$ cat src/rtl/core/sha1md_pkg.sv
`timescale 1ns / 1ps
`default_nettype none

package sha1md_pkg;

  localparam logic KIND_APPEND = 1'b0;
  localparam logic KIND_FINISH = 1'b1;

  localparam logic [5:0] POS_LAST = 6'd63;
  localparam logic [5:0] POS_LEN  = 6'd56;

  localparam logic [6:0] ROUND_LAST = 7'd79;
  localparam logic [6:0] ROUND_P1   = 7'd20;
  localparam logic [6:0] ROUND_P2   = 7'd40;
  localparam logic [6:0] ROUND_P3   = 7'd60;

  localparam logic [2:0] WORD_FIRST = 3'd0;
  localparam logic [2:0] WORD_LAST  = 3'd4;

  localparam logic [7:0] PAD_BYTE = 8'h80;

  localparam logic [31:0] H_INIT [5] = '{
    32'h67452301, 32'hefcdab89, 32'h98badcfe, 32'h10325476, 32'hc3d2e1f0
  };

  typedef enum logic [2:0] {
    ST_IDLE,
    ST_PAD_80,
    ST_PAD_ZERO,
    ST_PAD_LEN,
    ST_ROUND,
    ST_FINAL,
    ST_DONE
  } ctrl_state_t;

  typedef enum logic [1:0] {
    SEL_DATA,
    SEL_PAD,
    SEL_ZERO,
    SEL_LEN
  } byte_sel_t;

  typedef struct packed {
    logic      absorb;
    logic      count_len;
    byte_sel_t sel;
    logic      init_work;
    logic      round;
    logic      final_add;
    logic      load_out;
  } cmd_t;

  typedef struct packed {
    logic [5:0] pos;
    logic       round_last;
    logic       out_busy;
  } sts_t;

  function automatic logic [31:0] round_k(input logic [6:0] rnd);
    logic [31:0] k;
    if (rnd < ROUND_P1) begin
      k = 32'h5a827999;
    end else if (rnd < ROUND_P2) begin
      k = 32'h6ed9eba1;
    end else if (rnd < ROUND_P3) begin
      k = 32'h8f1bbcdc;
    end else begin
      k = 32'hca62c1d6;
    end
    return k;
  endfunction

endpackage

`default_nettype wire

$ cat src/rtl/core/sha1md_ctrl.sv
`timescale 1ns / 1ps
`default_nettype none

module sha1md_ctrl (
  input  wire logic          clk,
  input  wire logic          rst_n,
  input  wire logic          in_valid,
  input  wire logic          in_kind,
  output logic               in_ready,
  output sha1md_pkg::cmd_t   cmd,
  input  wire sha1md_pkg::sts_t sts
);

  sha1md_pkg::ctrl_state_t state_r, state_nxt;
  sha1md_pkg::ctrl_state_t ret_r, ret_nxt;

  logic pos_last;
  logic pos_len;

  assign pos_last = (sts.pos == sha1md_pkg::POS_LAST);
  assign pos_len  = (sts.pos == sha1md_pkg::POS_LEN);

  always_ff @(posedge clk) begin
    if (!rst_n) begin
      state_r <= sha1md_pkg::ST_IDLE;
      ret_r   <= sha1md_pkg::ST_IDLE;
    end else begin
      state_r <= state_nxt;
      ret_r   <= ret_nxt;
    end
  end

  always_comb begin
    state_nxt = state_r;
    ret_nxt   = ret_r;
    unique case (state_r)
      sha1md_pkg::ST_IDLE: begin
        if (in_valid) begin
          if (in_kind == sha1md_pkg::KIND_FINISH) begin
            state_nxt = sha1md_pkg::ST_PAD_80;
          end else if (pos_last) begin
            state_nxt = sha1md_pkg::ST_ROUND;
            ret_nxt   = sha1md_pkg::ST_IDLE;
          end
        end
      end
      sha1md_pkg::ST_PAD_80: begin
        if (pos_last) begin
          state_nxt = sha1md_pkg::ST_ROUND;
          ret_nxt   = sha1md_pkg::ST_PAD_ZERO;
        end else begin
          state_nxt = sha1md_pkg::ST_PAD_ZERO;
        end
      end
      sha1md_pkg::ST_PAD_ZERO: begin
        if (pos_len) begin
          state_nxt = sha1md_pkg::ST_PAD_LEN;
        end else if (pos_last) begin
          state_nxt = sha1md_pkg::ST_ROUND;
          ret_nxt   = sha1md_pkg::ST_PAD_ZERO;
        end
      end
      sha1md_pkg::ST_PAD_LEN: begin
        if (pos_last) begin
          state_nxt = sha1md_pkg::ST_ROUND;
          ret_nxt   = sha1md_pkg::ST_DONE;
        end
      end
      sha1md_pkg::ST_ROUND: begin
        if (sts.round_last) begin
          state_nxt = sha1md_pkg::ST_FINAL;
        end
      end
      sha1md_pkg::ST_FINAL: begin
        state_nxt = ret_r;
      end
      sha1md_pkg::ST_DONE: begin
        if (!sts.out_busy) begin
          state_nxt = sha1md_pkg::ST_IDLE;
        end
      end
      default: begin
        state_nxt = sha1md_pkg::ST_IDLE;
      end
    endcase
  end

  always_comb begin
    in_ready = 1'b0;
    cmd      = '0;
    cmd.sel  = sha1md_pkg::SEL_DATA;
    unique case (state_r)
      sha1md_pkg::ST_IDLE: begin
        in_ready      = 1'b1;
        cmd.absorb    = in_valid && (in_kind == sha1md_pkg::KIND_APPEND);
        cmd.count_len = cmd.absorb;
        cmd.init_work = cmd.absorb && pos_last;
      end
      sha1md_pkg::ST_PAD_80: begin
        cmd.absorb    = 1'b1;
        cmd.sel       = sha1md_pkg::SEL_PAD;
        cmd.init_work = pos_last;
      end
      sha1md_pkg::ST_PAD_ZERO: begin
        cmd.absorb    = !pos_len;
        cmd.sel       = sha1md_pkg::SEL_ZERO;
        cmd.init_work = pos_last;
      end
      sha1md_pkg::ST_PAD_LEN: begin
        cmd.absorb    = 1'b1;
        cmd.sel       = sha1md_pkg::SEL_LEN;
        cmd.init_work = pos_last;
      end
      sha1md_pkg::ST_ROUND: begin
        cmd.round = 1'b1;
      end
      sha1md_pkg::ST_FINAL: begin
        cmd.final_add = 1'b1;
      end
      sha1md_pkg::ST_DONE: begin
        cmd.load_out = !sts.out_busy;
      end
      default: begin
        in_ready = 1'b0;
      end
    endcase
  end

endmodule

`default_nettype wire

$ cat src/rtl/core/sha1md_dpath.sv
`timescale 1ns / 1ps
`default_nettype none

module sha1md_dpath (
  input  wire logic             clk,
  input  wire logic             rst_n,
  input  wire sha1md_pkg::cmd_t cmd,
  input  wire logic [7:0]       data_byte,
  input  wire logic             out_ready,
  output sha1md_pkg::sts_t      sts,
  output logic                  out_valid,
  output logic [31:0]           out_word,
  output logic [2:0]            out_index,
  output logic                  out_last
);

  // Block buffer: word i sits at [511-32i -: 32]; bytes shift in at the bottom.
  // During compression it doubles as the 16-word message schedule window.
  logic [511:0] blk_r, blk_nxt;
  logic [31:0]  h_r    [5];
  logic [31:0]  work_r [5];
  logic [31:0]  ow_r   [5];
  logic [5:0]   pos_r;
  logic [63:0]  len_r;
  logic [6:0]   rnd_r;
  logic [2:0]   cnt_r;
  logic         out_valid_r;

  logic [7:0]  in_byte;
  logic [31:0] w0, w2, w8, w13, w_new, x;
  logic [31:0] f, t;
  logic        out_hs;

  always_comb begin
    case (cmd.sel)
      sha1md_pkg::SEL_DATA: in_byte = data_byte;
      sha1md_pkg::SEL_PAD:  in_byte = sha1md_pkg::PAD_BYTE;
      sha1md_pkg::SEL_ZERO: in_byte = 8'h00;
      sha1md_pkg::SEL_LEN:  in_byte = len_r[{3'd7 - pos_r[2:0], 3'b000} +: 8];
      default:              in_byte = 8'h00;
    endcase
  end

  assign w0    = blk_r[511:480];
  assign w2    = blk_r[447:416];
  assign w8    = blk_r[255:224];
  assign w13   = blk_r[95:64];
  assign x     = w13 ^ w8 ^ w2 ^ w0;
  assign w_new = {x[30:0], x[31]};

  always_comb begin
    if (cmd.absorb) begin
      blk_nxt = {blk_r[503:0], in_byte};
    end else if (cmd.round) begin
      blk_nxt = {blk_r[479:0], w_new};
    end else begin
      blk_nxt = blk_r;
    end
  end

  always_comb begin
    if (rnd_r < sha1md_pkg::ROUND_P1) begin
      f = ((work_r[2] ^ work_r[3]) & work_r[1]) ^ work_r[3];
    end else if (rnd_r < sha1md_pkg::ROUND_P2) begin
      f = work_r[1] ^ work_r[2] ^ work_r[3];
    end else if (rnd_r < sha1md_pkg::ROUND_P3) begin
      f = (work_r[1] & work_r[2]) | (work_r[3] & (work_r[1] | work_r[2]));
    end else begin
      f = work_r[1] ^ work_r[2] ^ work_r[3];
    end
  end

  assign t = {work_r[0][26:0], work_r[0][31:27]} + f + work_r[4] + w0
             + sha1md_pkg::round_k(rnd_r);

  always_ff @(posedge clk) begin
    blk_r <= blk_nxt;
    if (cmd.init_work) begin
      for (int i = 0; i < 5; i++) begin
        work_r[i] <= h_r[i];
      end
    end else if (cmd.round) begin
      work_r[0] <= t;
      work_r[1] <= work_r[0];
      work_r[2] <= {work_r[1][1:0], work_r[1][31:2]};
      work_r[3] <= work_r[2];
      work_r[4] <= work_r[3];
    end
  end

  always_ff @(posedge clk) begin
    if (!rst_n) begin
      for (int i = 0; i < 5; i++) begin
        h_r[i] <= sha1md_pkg::H_INIT[i];
      end
      pos_r <= '0;
      len_r <= '0;
      rnd_r <= '0;
    end else begin
      if (cmd.load_out) begin
        for (int i = 0; i < 5; i++) begin
          h_r[i] <= sha1md_pkg::H_INIT[i];
        end
      end else if (cmd.final_add) begin
        for (int i = 0; i < 5; i++) begin
          h_r[i] <= h_r[i] + work_r[i];
        end
      end
      if (cmd.load_out) begin
        pos_r <= '0;
      end else if (cmd.absorb) begin
        pos_r <= pos_r + 6'd1;
      end
      if (cmd.load_out) begin
        len_r <= '0;
      end else if (cmd.count_len) begin
        len_r <= len_r + 64'd8;
      end
      if (cmd.init_work) begin
        rnd_r <= '0;
      end else if (cmd.round) begin
        rnd_r <= rnd_r + 7'd1;
      end
    end
  end

  // Digest output register: word 0 is presented, shifts down per transaction.
  assign out_hs = out_valid_r && out_ready;

  always_ff @(posedge clk) begin
    if (cmd.load_out) begin
      for (int i = 0; i < 5; i++) begin
        ow_r[i] <= h_r[i];
      end
    end else if (out_hs) begin
      for (int i = 0; i < 4; i++) begin
        ow_r[i] <= ow_r[i + 1];
      end
    end
  end

  always_ff @(posedge clk) begin
    if (!rst_n) begin
      out_valid_r <= 1'b0;
      cnt_r       <= '0;
    end else if (cmd.load_out) begin
      out_valid_r <= 1'b1;
      cnt_r       <= sha1md_pkg::WORD_FIRST;
    end else if (out_hs) begin
      cnt_r <= cnt_r + 3'd1;
      if (cnt_r == sha1md_pkg::WORD_LAST) begin
        out_valid_r <= 1'b0;
      end
    end
  end

  assign sts.pos        = pos_r;
  assign sts.round_last = (rnd_r == sha1md_pkg::ROUND_LAST);
  assign sts.out_busy   = out_valid_r;

  assign out_valid = out_valid_r;
  assign out_word  = ow_r[0];
  assign out_index = cnt_r;
  assign out_last  = (cnt_r == sha1md_pkg::WORD_LAST);

endmodule

`default_nettype wire

$ cat src/rtl/core/sha1_message_digest_core.sv
// SHA-1 over a byte stream, one byte per input transaction.
// Input: in_tdata carries the message byte, in_tuser the kind (0 append, 1 finish);
// data is ignored on finish. Output: five transactions per finish, out_tdata is the
// digest word, out_tuser its index 0..4, out_tlast marks the fifth word.
// The 64th byte of a block starts the compression: the rounds run on a single
// round unit, then the chaining add, during which in_tready is low.
// A finish pads one byte per cycle (0x80, zeros to byte 56, eight length bytes),
// pausing while a full block is compressed and running one or two compressions
// in all, until the digest is loaded and out_tvalid rises; then the words leave
// at one per cycle while out_tready is high.
// The digest sits in an output register, so appends for the next message are
// accepted while the receiver stalls; a second finish completes its hash and
// waits to load until the previous five words have been taken.
// Reset (rst_n low, synchronous) restores the initial chaining values and clears
// the byte and length counters; no clearing pass is needed.
`timescale 1ns / 1ps
`default_nettype none

module sha1_message_digest_core (
  input  wire logic        clk,
  input  wire logic        rst_n,
  input  wire logic        in_tvalid,
  output logic             in_tready,
  input  wire logic [7:0]  in_tdata,   // [7:0] data_byte
  input  wire logic        in_tuser,   // [0] kind
  output logic             out_tvalid,
  input  wire logic        out_tready,
  output logic [31:0]      out_tdata,  // [31:0] digest_word
  output logic [2:0]       out_tuser,  // [2:0] word_index
  output logic             out_tlast
);

  sha1md_pkg::cmd_t cmd;
  sha1md_pkg::sts_t sts;

  sha1md_ctrl u_ctrl (
    .clk      (clk),
    .rst_n    (rst_n),
    .in_valid (in_tvalid),
    .in_kind  (in_tuser),
    .in_ready (in_tready),
    .cmd      (cmd),
    .sts      (sts)
  );

  sha1md_dpath u_dpath (
    .clk       (clk),
    .rst_n     (rst_n),
    .cmd       (cmd),
    .data_byte (in_tdata),
    .out_ready (out_tready),
    .sts       (sts),
    .out_valid (out_tvalid),
    .out_word  (out_tdata),
    .out_index (out_tuser),
    .out_last  (out_tlast)
  );

  // last word transaction drains the output register
  a_last_drains: assert property (@(posedge clk) disable iff (!rst_n)
    out_tvalid && out_tready && out_tlast |=> !out_tvalid)
    else $error("output still valid after last digest word");

  a_index_range: assert property (@(posedge clk) disable iff (!rst_n)
    out_tvalid |-> (out_tuser <= sha1md_pkg::WORD_LAST))
    else $error("digest word index out of range");

  a_first_word: assert property (@(posedge clk) disable iff (!rst_n)
    $rose(out_tvalid) |-> (out_tuser == sha1md_pkg::WORD_FIRST))
    else $error("digest run does not start at word 0");

  a_load_resets_pos: assert property (@(posedge clk) disable iff (!rst_n)
    cmd.load_out |=> (sts.pos == '0) && out_tvalid)
    else $error("digest load did not restart message state");

  a_no_accept_in_round: assert property (@(posedge clk) disable iff (!rst_n)
    cmd.round |-> !in_tready)
    else $error("input accepted during compression");

endmodule

`default_nettype wire

$ cat config.mk
export PLATFORM = sky130hd
export DESIGN_NAME = sha1_message_digest_core
export DESIGN_NICKNAME = d
export VERILOG_FILES = /design/src/rtl/core/sha1md_pkg.sv /design/src/rtl/core/sha1md_ctrl.sv /design/src/rtl/core/sha1md_dpath.sv /design/src/rtl/core/sha1_message_digest_core.sv
export SDC_FILE = /design/constraint.sdc
export NUM_CORES = 2
export LEC_CHECK = 0
export BUFFER_PORTS_ARGS = -buffer_cell sky130_fd_sc_hd__buf_2
export CORE_MARGIN = 2
export CORE_UTILIZATION = 32
export DETAILED_ROUTE_END_ITERATION = 6
export PLACE_DENSITY_LB_ADDON = 0.3
export SYNTH_ARGS = -nofsm -noshare
export SYNTH_HDL_FRONTEND = slang
export SYNTH_SLANG_ARGS = --single-unit
$ cat constraint.sdc
create_clock -name clk -period 35.8 [get_ports clk]
set_input_delay 3.58 -clock clk [delete_from_list [all_inputs] [get_ports clk]]
set_output_delay 3.58 -clock clk [all_outputs]
set_load 0.05 [all_outputs]
==> summary.txt <==
Synthesis
  – Synthesized area: 0.05874 mm^2
  – Top-area cell type share of the netlist area: approximately half
  – Top-count cell post-synth: nand2_1
  – Synth Flop Type: edfxtp_1
  – Synth async-reset ratio: 0%
  – Post-synth EDFFs: about 990
  – List of most frequent post-synthesis cells: nand2_1, edfxtp_1, inv_1
  – Synth Warn #: 0
  – Distinct cell type count after synthesis: 90
  – Synth area leaders: edfxtp_1, nand2_1, ha_1
  – Avg Synthesized Cell Area: 10.19 um^2
  – Synthesized flop and latch total: between 1,000 and 1,500
  – Cells after Synth: slightly below 6,000
  – Register area share after synthesis: a little over half
  – Synth area leader: edfxtp_1
  – Syn nets: approximately 6,000

Layout
  – Synth-to-layout area growth: 10.72%
  – Fillers: approximately 18,000
  – Final nets: around 6,000
  – Register area: between 0.03 and 0.04 mm^2
  – Layout cells sized above 1: between 7 and 8%
  – Final Non-Filler Cells: just over 8,000
  – Multi-input logic area: 0.02520 mm^2
  – Antenna diode count: 0

Worst setup path
  – Critical path required time: 36.29 ns
  – Startpoint types: input pin
  – Critical Path AT: approximately 8.2 ns
  – R2R Setup Slk: 28.91 ns
  – Worst-path fanout max: 100
  – Worst-case reg-to-reg path depth: 22
  – Worst reg2reg endpoint: u_dpath.work_r[0][20]
  – Endpoint class of the critical path: register
  – Crit path kind: in2reg
  – RR Startpoint: u_dpath.rnd_r[2]

STA
  – Fin crit share: between 20% and 30%
  – Setup violations, final: 0
  – Slew Limit Headroom: between 7 and 8%
  – Unrepaired setup endpoints after global routing: false
  – Total Neg Setup Slack: 0 ns
  – Count of final max-slew check failures: 0
  – Fmax: between 100 and 150 MHz
  – Skew final: roughly 0.057 ns
  – Worst slew pin tran: roughly 1.4 ns
  – Minimum clock period after layout: ~7.7 ns
  – Setup WS post-layout: 28.10 ns
  – Hold Fails Final Rpt: 0

Global route
  – Largest net degree at the start of global routing: 210
  – Grt ovf: 0
  – Number of global-route vias before repair: roughly 40,000
  – Initial antenna violation count: 1
  – First-pass GRT wire length: around 240,000 um
  – All-Layer GR Usage: around 16%

Clock tree
  – CTS root buffer: clkbuf_16
  – Hold_buf cts: 0
  – Post-CTS Resized: 0
  – CTS buffer count: roughly 120
  – Clk slew on worst S/H paths: 0.06 ns
  – Postcts setup bufs: 0
  – Worst-skew pair later-pin latency: ~0.78 ns
  – CTS max path bufs: 3
  – H-tree depth: 3
  – Sink Count: 1,075
  – TritonCTS clock tree: built

Hold path
  – Hold wc startpoint: u_dpath.blk_r[180]
  – Worst Hold Path EP: u_dpath.blk_r[188]
  – Hold Crit Class: reg2reg
  – Worst Hold Path Cells: 2

Pwr
  – Pwr dens: ~50 mW/mm^2
  – Sw Share: between 20 and 30%
  – Gate power share: between 10% and 20%
  – Power Internal: around 2.4 mW
  – Leak: approximately 26 nW
  – Peak supply drop: 0.03929 mV
  – Power Total: 3.267 mW
  – Sequential power share: between 40 and 50%
  – Sw power: roughly 0.9 mW
  – Clock group share of total power: 36.9%

Floorplanning
  – Core area: between 0.15 and 0.2 mm^2
  – Die height: about 430 um
  – Row count: 157
  – Die area: 0.1870 mm^2
  – Io pins: 51
  – Initial core utilization: ~32%
  – Die Wd: 432.4 um

Run status
  – Status: finished clean

Detailed routing
  – Detailed Route WL: about 160,000 um
  – Via/cell ratio: between 4 and 5
  – Antenna viol nets, final: 0
  – DRT iter0 DRCs: ~3,800
  – Detailed-route via count: around 40,000
  – DRC errors left: 0
  – Per-cell routed wire length: around 19 um
  – 1st-pass router iterations: 7

Placement
  – Worst slack, placed: around 27 ns
  – HPWL after DPL: between 100,000 and 150,000 um
  – Placed cell count: between 7,000 and 8,000
  – Placer Congestion: 0.8732
  – Port bufs: 50

Job
  – Max Cap Viol: 0
stage by stage:
step	area [um^2]	hold slack, ns	util, %
finish	65030	0.4884	35.60
floorplan	58740	0.4537	-
global route	65030	0.4969	35.60
detailed placement	61250	0.4747	33.53
CTS	65030	0.4754	35.60
global placement	61250	0.4683	33.53
logic make-up (layout without fill, tap and decap cells):
family          count (synthesis)  in the layout  synth area share [%]
flops                        1075           1075                 53.54
compound gates                791            791                 8.623
mux                           185            185                 3.711
fa+ha+maj                     322            322                 8.354
xor+xnor                      293            293                 4.369
simple gates                 2557           2557                 17.71
buf+inv                       541            581                 3.685
registers in the layout, indices dropped and copies added (netlist names):
register           flops
u_ctrl.ret_r           2
u_dpath.len_r         61
u_dpath.work_r       160
u_dpath.pos_r          6
u_dpath.out_valid      1
u_dpath.out_index      3
u_dpath.rnd_r          7
u_ctrl.state_r         3
u_dpath.blk_r        512
u_dpath.ow_r         160
u_dpath.h_r          160
worst max path at each step:
stage,start,to,slack [ns],cells past startpoint
after floorplan,in_tvalid,u_dpath.blk_r[0],18.84,9
after global placement,in_tvalid,u_dpath.blk_r[12],27.36,9
after detailed placement,in_tvalid,u_dpath.blk_r[11],27.26,9
after CTS,in_tvalid,u_dpath.blk_r[28],28.13,9
after global routing,in_tvalid,u_dpath.blk_r[27],27.52,9
final,in_tvalid,u_dpath.blk_r[28],28.10,9
layer usage:
layer | global-route usage, % | up-vias | routed length, um
li1 | - | 19690 | -
met1 | 23.32 | 20080 | 72740
met2 | 26.16 | 939 | 71570
met3 | 2.171 | 183 | 7441
met4 | 4.173 | 0 | 3274
met5 | 0 | - | 0
power groups by stage:
stage	sequential [mW]	combinational (mW)	clock (mW)
2_1_floorplan	1.66	0.324	0
3_3_place_gp	1.65	0.430	0
3_5_place_dp	1.65	0.438	0
4_1_cts	1.63	0.440	1.24
5_1_grt	1.64	0.494	1.28
6_report	1.63	0.435	1.21
worst max-delay path, stage by stage:
cell,delay (ns)
buf_2,0.09
nor2b_1,0.54
nor2b_1,0.21
a211oi_1,0.10
nor2_4,0.74
buf_4,0.89
buf_4,0.89
buf_4,0.84
o21ai_0,0.23
cell type report:
type	instances	area share, %
clock buffer	146	4.783
timing repair buffer	87	0.8696
tap	2385	4.589
multi-input combinational	4148	38.75
clock inverter	69	1.039
inverter	279	1.610
sequential	1075	48.36
cells in the final DEF (no fill, tap or decap), types with 21 or more instances in the layout:
cell type,netlist,layout
inv_1,276,275
dfxtp_1,83,83
nor2_1,261,260
nand2b_1,26,26
nand3_1,60,59
a21o_1,97,96
xnor2_1,192,192
clkbuf_1,200,23
fa_1,117,117
a31oi_1,22,22
nand2_1,1961,1955
and3_1,27,26
nand4_1,42,42
buf_4,32,34
o21ai_0,236,236
o21a_1,42,42
clkinv_2,0,21
mux2i_1,40,40
clkinv_1,1,28
edfxtp_1,992,992
a211oi_1,34,34
ha_1,205,205
nor2b_1,28,28
clkbuf_16,0,119
buf_2,4,50
mux2_2,132,132
or3_1,26,26
o21bai_1,21,21
xor2_1,101,101
a21oi_1,176,176
nor3_1,48,48
and2_1,25,24
Note: power is estimated with default switching activity, not from simulation.
